**src/hw/rtl/assert_macros.svh**
```systemverilog
// ----------------------------------------------------------------------------
// Assertion macros
// Shared concurrent assertion helpers for the frame buffer RTL.
// ----------------------------------------------------------------------------
`ifndef ASSERT_MACROS_SVH
`define ASSERT_MACROS_SVH

`ifndef SYNTHESIS

// Same-cycle implication, sampled on the rising clock edge, off during reset.
`define ASSERT_IMPLY(lbl, clk, rstn, pre, post) \
  lbl: assert property (@(posedge clk) disable iff (!(rstn)) (pre) |-> (post)) \
    else $error("assertion failed");

// Next-cycle implication, sampled on the rising clock edge, off during reset.
`define ASSERT_NEXT(lbl, clk, rstn, pre, post) \
  lbl: assert property (@(posedge clk) disable iff (!(rstn)) (pre) |=> (post)) \
    else $error("assertion failed");

`else

`define ASSERT_IMPLY(lbl, clk, rstn, pre, post)
`define ASSERT_NEXT(lbl, clk, rstn, pre, post)

`endif

`endif

```
**src/hw/rtl/rlsfb_pkg.sv**
```systemverilog
// ----------------------------------------------------------------------------
// rlsfb_pkg
// Types, constants and the palette table of the LED strip frame buffer.
// ----------------------------------------------------------------------------
package rlsfb_pkg;

  localparam int unsigned MaxLeds    = 16;
  localparam int unsigned StoreBytes = 3 * MaxLeds;
  localparam int unsigned AddrW      = $clog2(StoreBytes);
  localparam int unsigned StepW      = $clog2(StoreBytes + 4);
  localparam int unsigned CountW     = 5;
  localparam int unsigned PalBytes   = 96;
  localparam int unsigned PalAddrW   = $clog2(PalBytes);

  typedef logic [AddrW-1:0]  addr_t;
  typedef logic [StepW-1:0]  step_t;
  typedef logic [CountW-1:0] count_t;
  typedef logic [7:0]        byte_t;

  localparam count_t LedsReset = count_t'(7);

  typedef enum logic [2:0] {
    REQ_SET_RGB  = 3'd0,
    REQ_SET_PAL  = 3'd1,
    REQ_ROT_UP   = 3'd2,
    REQ_ROT_DOWN = 3'd3,
    REQ_CLEAR    = 3'd4,
    REQ_SHOW     = 3'd5
  } req_type_e;

  typedef struct packed {
    logic [2:0] req_type;
    logic [3:0] led_index;
    byte_t      red;
    byte_t      green;
    byte_t      blue;
    logic [4:0] palette_index;
  } req_t;

  typedef struct packed {
    byte_t strip_byte;
    logic  last_byte;
  } res_t;

  // Memory request from the sequencer.
  typedef struct packed {
    logic  we;
    addr_t waddr;
    byte_t wdata;
    addr_t raddr;
  } mem_req_t;

  // EGA palette as red, green, blue triples; 16 dark entries, then 16 bright.
  localparam byte_t EgaRom [PalBytes] = '{
    8'h00, 8'h00, 8'h00, 8'h00, 8'h00, 8'h03, 8'h00, 8'h03, 8'h00, 8'h00, 8'h03, 8'h03,
    8'h03, 8'h00, 8'h00, 8'h03, 8'h00, 8'h03, 8'h03, 8'h01, 8'h00, 8'h03, 8'h03, 8'h03,
    8'h01, 8'h01, 8'h01, 8'h01, 8'h01, 8'h06, 8'h01, 8'h06, 8'h01, 8'h01, 8'h06, 8'h06,
    8'h06, 8'h01, 8'h01, 8'h06, 8'h01, 8'h06, 8'h06, 8'h06, 8'h01, 8'h06, 8'h06, 8'h06,
    8'h00, 8'h00, 8'h00, 8'h00, 8'h00, 8'haa, 8'h00, 8'haa, 8'h00, 8'h00, 8'haa, 8'haa,
    8'haa, 8'h00, 8'h00, 8'haa, 8'h00, 8'haa, 8'haa, 8'h55, 8'h00, 8'haa, 8'haa, 8'haa,
    8'h55, 8'h55, 8'h55, 8'h55, 8'h55, 8'hff, 8'h55, 8'hff, 8'h55, 8'h55, 8'hff, 8'hff,
    8'hff, 8'h55, 8'h55, 8'hff, 8'h55, 8'hff, 8'hff, 8'hff, 8'h55, 8'hff, 8'hff, 8'hff
  };

  // Number of store bytes covered by the LED count register, saturated.
  function automatic step_t active_bytes(input count_t leds);
    count_t n;
    step_t  nb;
    n  = (leds > count_t'(MaxLeds)) ? count_t'(MaxLeds) : leds;
    nb = step_t'(n);
    return (nb << 1) + nb;
  endfunction

endpackage

```
**src/hw/rtl/rlsfb_ram.sv**
```systemverilog
// ----------------------------------------------------------------------------
// rlsfb_ram
// Generic single-write, single-read RAM with a registered read port.
// ----------------------------------------------------------------------------
module rlsfb_ram #(
  parameter int unsigned Width = 8,
  parameter int unsigned Depth = 48
) (
  input  logic                                   clk_i,
  input  logic                                   we_i,
  input  logic [((Depth > 1) ? $clog2(Depth) : 1)-1:0] waddr_i,
  input  logic [Width-1:0]                       wdata_i,
  input  logic [((Depth > 1) ? $clog2(Depth) : 1)-1:0] raddr_i,
  output logic [Width-1:0]                       rdata_o
);

  logic [Width-1:0] mem_q [Depth];
  logic [Width-1:0] rdata_q;

  always_ff @(posedge clk_i) begin
    if (we_i) begin
      mem_q[waddr_i] <= wdata_i;
    end
    rdata_q <= mem_q[raddr_i];
  end

  assign rdata_o = rdata_q;

endmodule

```
**src/hw/rtl/rlsfb_ctrl.sv**
```systemverilog
// ----------------------------------------------------------------------------
// rlsfb_ctrl
// Command sequencer: set, rotate, clear and show walks over the frame store.
// ----------------------------------------------------------------------------
module rlsfb_ctrl (
  input  logic                     clk_i,
  input  logic                     rst_ni,
  input  logic                     start,
  output logic                     busy,
  input  rlsfb_pkg::req_t          req_i,
  input  logic                     cfg_we_i,
  input  rlsfb_pkg::count_t        cfg_wdata_i,
  input  rlsfb_pkg::byte_t         rdata_i,
  output rlsfb_pkg::mem_req_t      mem_req_o,
  output logic                     res_valid_o,
  output rlsfb_pkg::res_t          res_o
);

  typedef enum logic [2:0] {
    ST_IDLE,
    ST_SET,
    ST_ROT,
    ST_SHOW,
    ST_FILL
  } state_e;

  state_e              state_q, state_d;
  rlsfb_pkg::step_t    step_q, step_d;
  rlsfb_pkg::count_t   leds_q;
  logic                res_valid_q, res_valid_d;
  rlsfb_pkg::res_t     res_q, res_d;

  rlsfb_pkg::step_t    bytes_q;
  logic                up_q;
  rlsfb_pkg::addr_t    base_q;
  rlsfb_pkg::byte_t    col_q [3];
  rlsfb_pkg::byte_t    sreg_q [3];

  rlsfb_pkg::step_t    bytes_cur;
  rlsfb_pkg::step_t    idx_bytes;
  rlsfb_pkg::step_t    step_nx;
  logic                accept;
  logic                in_range;
  logic                rot_ok;
  logic                shift_en;
  logic [rlsfb_pkg::PalAddrW-1:0] pal_base;

  assign busy      = (state_q != ST_IDLE);
  assign accept    = start && !busy;
  assign bytes_cur = rlsfb_pkg::active_bytes(leds_q);
  assign idx_bytes = (rlsfb_pkg::step_t'(req_i.led_index) << 1)
                   + rlsfb_pkg::step_t'(req_i.led_index);
  assign in_range  = idx_bytes < bytes_cur;
  assign rot_ok    = bytes_cur > rlsfb_pkg::step_t'(3);
  assign step_nx   = step_q + rlsfb_pkg::step_t'(1);
  assign pal_base  = (rlsfb_pkg::PalAddrW'(req_i.palette_index) << 1)
                   + rlsfb_pkg::PalAddrW'(req_i.palette_index);

  // Rotation streams the store through a three-byte delay line. Rotate up
  // seeds it with the last LED and then moves every byte three places up.
  // Rotate down seeds it with the first LED, moves every byte three places
  // down straight from the read data, and drains the first LED at the end.
  assign shift_en = up_q || (step_q < rlsfb_pkg::step_t'(3)) || (step_q >= bytes_q);

  always_comb begin
    mem_req_o = '0;
    case (state_q)
      ST_IDLE: begin
        if (accept) begin
          case (req_i.req_type)
            rlsfb_pkg::REQ_ROT_UP: begin
              if (rot_ok) begin
                mem_req_o.raddr = rlsfb_pkg::addr_t'(bytes_cur - rlsfb_pkg::step_t'(3));
              end
            end
            default: begin
              mem_req_o.raddr = '0;
            end
          endcase
        end
      end
      ST_SET: begin
        mem_req_o.we    = 1'b1;
        mem_req_o.waddr = base_q + rlsfb_pkg::addr_t'(step_q);
        mem_req_o.wdata = col_q[step_q[1:0]];
      end
      ST_ROT: begin
        if (step_q >= rlsfb_pkg::step_t'(3)) begin
          mem_req_o.we    = 1'b1;
          mem_req_o.waddr = rlsfb_pkg::addr_t'(step_q - rlsfb_pkg::step_t'(3));
          mem_req_o.wdata = (!up_q && (step_q < bytes_q)) ? rdata_i : sreg_q[2];
        end
        if (up_q) begin
          if (step_nx < rlsfb_pkg::step_t'(3)) begin
            mem_req_o.raddr = rlsfb_pkg::addr_t'(bytes_q - rlsfb_pkg::step_t'(3) + step_nx);
          end else if (step_nx <= bytes_q + rlsfb_pkg::step_t'(2)) begin
            mem_req_o.raddr = rlsfb_pkg::addr_t'(step_nx - rlsfb_pkg::step_t'(3));
          end
        end else if (step_nx < bytes_q) begin
          mem_req_o.raddr = rlsfb_pkg::addr_t'(step_nx);
        end
      end
      ST_SHOW: begin
        if (step_nx < bytes_q) begin
          mem_req_o.raddr = rlsfb_pkg::addr_t'(step_nx);
        end
      end
      ST_FILL: begin
        mem_req_o.we    = 1'b1;
        mem_req_o.waddr = rlsfb_pkg::addr_t'(step_q);
        mem_req_o.wdata = '0;
      end
      default: begin
        mem_req_o = '0;
      end
    endcase
  end

  always_comb begin
    state_d     = state_q;
    step_d      = step_q;
    res_valid_d = 1'b0;
    res_d       = res_q;
    case (state_q)
      ST_IDLE: begin
        step_d = '0;
        if (accept) begin
          case (req_i.req_type)
            rlsfb_pkg::REQ_SET_RGB, rlsfb_pkg::REQ_SET_PAL: begin
              if (in_range) begin
                state_d = ST_SET;
              end
            end
            rlsfb_pkg::REQ_ROT_UP, rlsfb_pkg::REQ_ROT_DOWN: begin
              if (rot_ok) begin
                state_d = ST_ROT;
              end
            end
            rlsfb_pkg::REQ_CLEAR: begin
              if (bytes_cur != '0) begin
                state_d = ST_FILL;
              end
            end
            rlsfb_pkg::REQ_SHOW: begin
              if (bytes_cur != '0) begin
                state_d = ST_SHOW;
              end
            end
            default: begin
              state_d = ST_IDLE;
            end
          endcase
        end
      end
      ST_SET: begin
        step_d = step_nx;
        if (step_q == rlsfb_pkg::step_t'(2)) begin
          state_d = ST_IDLE;
        end
      end
      ST_ROT: begin
        step_d = step_nx;
        if (step_q == bytes_q + rlsfb_pkg::step_t'(2)) begin
          state_d = ST_IDLE;
        end
      end
      ST_SHOW: begin
        step_d               = step_nx;
        res_valid_d          = 1'b1;
        res_d.strip_byte     = rdata_i;
        res_d.last_byte      = (step_nx == bytes_q);
        if (step_nx == bytes_q) begin
          state_d = ST_IDLE;
        end
      end
      ST_FILL: begin
        step_d = step_nx;
        if (step_nx == bytes_q) begin
          state_d = ST_IDLE;
        end
      end
      default: begin
        state_d = ST_IDLE;
      end
    endcase
  end

  // Reset starts a zero fill over the whole store.
  always_ff @(posedge clk_i or negedge rst_ni) begin
    if (!rst_ni) begin
      state_q     <= ST_FILL;
      step_q      <= '0;
      bytes_q     <= rlsfb_pkg::step_t'(rlsfb_pkg::StoreBytes);
      leds_q      <= rlsfb_pkg::LedsReset;
      res_valid_q <= 1'b0;
      res_q       <= '0;
    end else begin
      state_q     <= state_d;
      step_q      <= step_d;
      res_valid_q <= res_valid_d;
      res_q       <= res_d;
      if (accept) begin
        bytes_q <= bytes_cur;
      end
      if (cfg_we_i) begin
        leds_q <= cfg_wdata_i;
      end
    end
  end

  always_ff @(posedge clk_i) begin
    if (accept) begin
      up_q    <= (req_i.req_type == rlsfb_pkg::REQ_ROT_UP);
      base_q  <= rlsfb_pkg::addr_t'(idx_bytes);
      if (req_i.req_type == rlsfb_pkg::REQ_SET_PAL) begin
        col_q[0] <= rlsfb_pkg::EgaRom[pal_base + rlsfb_pkg::PalAddrW'(1)];
        col_q[1] <= rlsfb_pkg::EgaRom[pal_base];
        col_q[2] <= rlsfb_pkg::EgaRom[pal_base + rlsfb_pkg::PalAddrW'(2)];
      end else begin
        col_q[0] <= req_i.green;
        col_q[1] <= req_i.red;
        col_q[2] <= req_i.blue;
      end
    end
    if ((state_q == ST_ROT) && shift_en) begin
      sreg_q[2] <= sreg_q[1];
      sreg_q[1] <= sreg_q[0];
      sreg_q[0] <= rdata_i;
    end
  end

  assign res_valid_o = res_valid_q;
  assign res_o       = res_q;

endmodule

```
**src/hw/rtl/rgb_led_strip_frame_buffer_unit.sv**
```systemverilog
// ----------------------------------------------------------------------------
// rgb_led_strip_frame_buffer_unit
// Frame buffer for a WS2812 LED strip: per-LED green, red, blue bytes.
// ----------------------------------------------------------------------------
//
//   Channel   Ports                          Transfer
//   command   start, busy, req_i             start high while busy is low
//   result    res_valid_o, res_o             one cycle per strobe, no stall
//   config    cfg_we_i, cfg_wdata_i          every cycle cfg_we_i is high
//
// Set writes one LED; clear, rotate and show walk the LEDs in use;
// the frame store RAM moves one byte per cycle, and that sets the rate. A show
// delivers one byte per cycle, the last one strobed in the first cycle busy is
// low again. After reset busy stays high while every store byte is written
// with zero. The receiver cannot stall the result stream.
//
`include "assert_macros.svh"

module rgb_led_strip_frame_buffer_unit (
  input  logic                clk_i,
  input  logic                rst_ni,
  input  logic                start,
  output logic                busy,
  input  rlsfb_pkg::req_t     req_i,
  input  logic                cfg_we_i,
  input  rlsfb_pkg::count_t   cfg_wdata_i,
  output logic                res_valid_o,
  output rlsfb_pkg::res_t     res_o
);

  rlsfb_pkg::mem_req_t mem_req;
  rlsfb_pkg::byte_t    rdata;
  logic                cmd_no_show;
  logic                wr_in_store;

  rlsfb_ctrl u_ctrl (
    .clk_i       (clk_i),
    .rst_ni      (rst_ni),
    .start       (start),
    .busy        (busy),
    .req_i       (req_i),
    .cfg_we_i    (cfg_we_i),
    .cfg_wdata_i (cfg_wdata_i),
    .rdata_i     (rdata),
    .mem_req_o   (mem_req),
    .res_valid_o (res_valid_o),
    .res_o       (res_o)
  );

  rlsfb_ram #(
    .Width (8),
    .Depth (rlsfb_pkg::StoreBytes)
  ) u_ram (
    .clk_i   (clk_i),
    .we_i    (mem_req.we),
    .waddr_i (mem_req.waddr),
    .wdata_i (mem_req.wdata),
    .raddr_i (mem_req.raddr),
    .rdata_o (rdata)
  );

  assign cmd_no_show = start && !busy && (req_i.req_type != rlsfb_pkg::REQ_SHOW);
  assign wr_in_store = int'(mem_req.waddr) < rlsfb_pkg::StoreBytes;

  `ASSERT_IMPLY(a_res_after_busy, clk_i, rst_ni, res_valid_o, $past(busy))
  `ASSERT_IMPLY(a_last_ends_show, clk_i, rst_ni, res_valid_o && res_o.last_byte, !busy)
  `ASSERT_NEXT(a_no_res_after_cmd, clk_i, rst_ni, cmd_no_show, !res_valid_o)
  `ASSERT_IMPLY(a_wr_in_store, clk_i, rst_ni, mem_req.we, wr_in_store)

endmodule

```
**config.mk**
```make
export PLATFORM = sky130hd
export DESIGN_NAME = rgb_led_strip_frame_buffer_unit
export DESIGN_NICKNAME = d
export VERILOG_FILES = /design/src/hw/rtl/rlsfb_pkg.sv /design/src/hw/rtl/rlsfb_ram.sv /design/src/hw/rtl/rlsfb_ctrl.sv /design/src/hw/rtl/rgb_led_strip_frame_buffer_unit.sv
export VERILOG_INCLUDE_DIRS = /design/src /design/src/hw/rtl
export SDC_FILE = /design/constraint.sdc
export NUM_CORES = 1
export LEC_CHECK = 0
export BUFFER_PORTS_ARGS = -buffer_cell sky130_fd_sc_hd__buf_4
export CORE_UTILIZATION = 35
export DETAILED_ROUTE_END_ITERATION = 10
export GPL_TIMING_DRIVEN = 0
export MAX_ROUTING_LAYER = met4
export PLACE_DENSITY = 0.58
export SETUP_SLACK_MARGIN = 0.02
export SLEW_MARGIN = 20
export SYNTH_ARGS = -nofsm -noshare
export SYNTH_HDL_FRONTEND = slang
export SYNTH_SLANG_ARGS = --single-unit
export TNS_END_PERCENT = 30
```
**constraint.sdc**
```tcl
create_clock -name clk_i -period 13.6 [get_ports clk_i]
set_clock_uncertainty 0.05 [all_clocks]
set_input_delay 2.72 -clock clk_i [delete_from_list [all_inputs] [get_ports clk_i]]
set_output_delay 2.72 -clock clk_i [all_outputs]
set_load 0.01 [all_outputs]
```
==> flow_metrics.env <==
export IMPL_pwr_share_seq_pct=36.0
export IMPL_drc_errors=0
export IMPL_synth_area_leaders="edfxtp_1 (59%), nand2_1 (3.6%), ha_1 (3.6%)"
export IMPL_yosysSeqAreaShare_pct=63.0
export IMPL_path_max_fanout=33
export IMPL_period_share_pct=50.1
export IMPL_syn_avg_cell_area_um2=12.7
export IMPL_critPathKind="in2reg"
export IMPL_cts_sinks=477
export IMPL_areaGrowthSynthToFinish_pct=16.7
export IMPL_synth_warnings=0
export IMPL_fin_nets=1992
export IMPL_synthArstFlopShare_pct=6.29
export IMPL_coreArea_um2=63100
export IMPL_grt_pass1_wl_um=94500
export IMPL_die_area_um2=64900
export IMPL_cp_cell_sequence="buf_4 > or4b_1 > buf_2 > inv_2 > nand2_1 > nor3_1 > nor3_1 > clkbuf_1 > nand2_1 > a311oi_1 > nor4_1 > a211oi_1"
export IMPL_cpPeakStageDelay_ps=1000
export IMPL_chipWidth_um=255
export IMPL_hold_viol=0
export IMPL_p_sw_share_pct=36.5
export IMPL_grt_total_usage_pct=20.1
export IMPL_viasPerCell=5.46
export IMPL_cts_tree="built"
export IMPL_wl_per_cell_um=22.6
export IMPL_startpoint_type="primary input"
export IMPL_p_int_uw=3400
export IMPL_max_freq_ghz=0.147
export IMPL_synth_common_cells="edfxtp_1 (439), nand2_1 (217), a211oi_1 (97)"
export IMPL_post_cts_resized=0
export IMPL_syn_nets=1870
export IMPL_clkTransAtPathRegs_ps=60
export IMPL_die_h_um=255
export IMPL_slew_headroom_pct=22.3
export IMPL_antenna_found_initial=1
export IMPL_ys_ff_latch=477
export IMPL_h_tree_depth=2
export IMPL_power_frac_comb_pct=36.9
export IMPL_holdBufCountCts=0
export IMPL_n_antenna_cell=0
export IMPL_postCtsSetupBuffers=0
export IMPL_hp_class="reg2reg"
export IMPL_root_buffer="clkbuf_16"
export IMPL_p_switching_uw=1950
export IMPL_cap_violations=0
export IMPL_synthCells=1756
export IMPL_yosysUniqueCellTypes=85
export IMPL_synth_enable_flop_cells=439
export IMPL_period_needed_ps=6810
export IMPL_post_synth_top_area_fraction_pct=58.9
export IMPL_slew_violations=0
export IMPL_ant_nets=0
export IMPL_p_per_area_nw_per_um2=205
export IMPL_outcome="completed"
export IMPL_nFillCells=5904
export IMPL_grt_max_degree=37
export IMPL_cp_required_ps=13960
export IMPL_vias=15100
export IMPL_gp_congestion=0.934
export IMPL_critPathTopFamily="simple AND/OR/NAND/NOR gates"
export IMPL_clkPwrFrac_pct=27.1
export IMPL_grt_overflow_total=0
export IMPL_final_setup_viol_count=0
export IMPL_numCtsBuffers=51
export IMPL_dr_pass1_iters=6
export IMPL_endpoint_kind="register"
export IMPL_p_leak_uw=0.00914
export IMPL_tns_ps=0
export IMPL_clock_path_buffers=3
export IMPL_dp_hpwl_um=45900
export IMPL_p_total_uw=5350
export IMPL_slowest_stage="nor4_1"
export IMPL_syn_area_um2=22400
export IMPL_wirelength_um=62600
export IMPL_synth_ff_type="edfxtp_1"
export IMPL_layout_drive_gt1_share_pct=13.6
export IMPL_start_util_pct=35.5
export IMPL_rows=92
export IMPL_worstMarginPinSlew_ps=1150
export IMPL_ios=56
export IMPL_peakVddDrop_uv=110
export IMPL_synth_most_common_cell="edfxtp_1"
export IMPL_critPathBufInv=4
export IMPL_yosys_area_top_type="edfxtp_1"
export IMPL_port_buffers=54
export IMPL_drt_iter0_drc=1298
export IMPL_grt_pass1_vias=15100
export IMPL_crit_arrival_ps=7170
export IMPL_grt_setup_unrepaired="false"
export IMPL_clk_latency_ps=620
flip-flops by register name, summed over array words and instances, names as in the netlist:
signal              cells
u_ctrl.state_q          3
u_ctrl.res_valid_o      1
u_ctrl.up_q             1
u_ctrl.step_q           6
u_ram.rdata_o           8
u_ctrl.res_o            9
u_ctrl.base_q           6
u_ram.mem_q           384
u_ctrl.sreg_q          24
u_ctrl.col_q           24
u_ctrl.bytes_q          6
u_ctrl.leds_q           5
kinds of logic (layout without fill, tap and decap cells):
logic type                 after synthesis  after routing  share of synthesized area, %
AOI/OAI and AO/OA                      377            377                          11.9
adders and majority gates               69             69                          4.03
buffers and inverters                  155            318                          3.04
DFF                                    477            477                          63.0
muxes                                   75             75                          4.09
xor gates and xnor gates                39             39                          1.56
and+or+nand+nor                        564            564                          12.4
path summary, 6_finish.rpt:
path / start / to / slack, ps / cells past startpoint
max in group asynchronous: rst_ni / u_ctrl.bytes_q[5] / 11170 / 1
hold / removal: u_ctrl.sreg_q[0][15] / u_ctrl.sreg_q[0][23] / 370 / 0
setup / recovery: start / u_ram.rdata_o[2] / 6790 / 12
hold reg to reg: u_ctrl.sreg_q[0][15] / u_ctrl.sreg_q[0][23] / 370 / 0
min in group asynchronous: rst_ni / u_ctrl.leds_q[4] / 1970 / 1
setup reg to reg: u_ctrl.step_q[0] / u_ram.rdata_o[2] / 6800 / 19
area by class of cell:
cell class | count | area, um2 | area share [%]
sequential | 477 | 14100 | 54.0
multi-input combinational | 1124 | 7710 | 29.5
inverter | 44 | 165 | 0.632
clock inverter | 29 | 393 | 1.50
timing repair buffer | 69 | 818 | 3.13
tap | 846 | 1060 | 4.05
buffer | 111 | 517 | 1.98
clock buffer | 65 | 1350 | 5.17
per-layer routing:
metal | vias to the layer above | share of wire (%) | track usage [%]
li1 | 6984 | - | -
met1 | 7512 | 44 | 26.4
met2 | 498 | 47 | 31.9
met3 | 98 | 5.9 | 2.83
met4 | 0 | 3.1 | 6.78
met5 | - | 0 | -
cell usage in the layout (no fill, tap or decap), types with 52 or more instances in the layout:
cell       instances
edfxtp_1         439
nand2_1          217
a211oi_1          96
nor2_1            95
and3_1            73
clkbuf_1          72
ha_1              64
buf_4             57
a21oi_1           56
clkbuf_16         52
power groups by stage:
stage	clock network, uW	logic (uW)	registers (uW)
finish	1450	1970	1930
global route	1520	2130	1940
detailed placement	0	1960	1960
global placement	0	1800	1980
CTS	1470	1970	1930
floorplan	0	1170	1940
through the flow:
step / instance area, um2 / utilization (%) / hold WS (ps) / setup slack (ps) / cells
detailed placement: 24400 / 38.6 / 355 / 6340 / 2671
CTS: 26100 / 41.4 / 369 / 6890 / 2765
floorplan: 22400 / - / 350 / 8050 / 1756
global placement: 23800 / 37.8 / 352 / 5730 / 2656
finish: 26100 / 41.4 / 367 / 6790 / 2765
global route: 26100 / 41.4 / 375 / 6440 / 2765
Power figures use the tool's default switching activity.
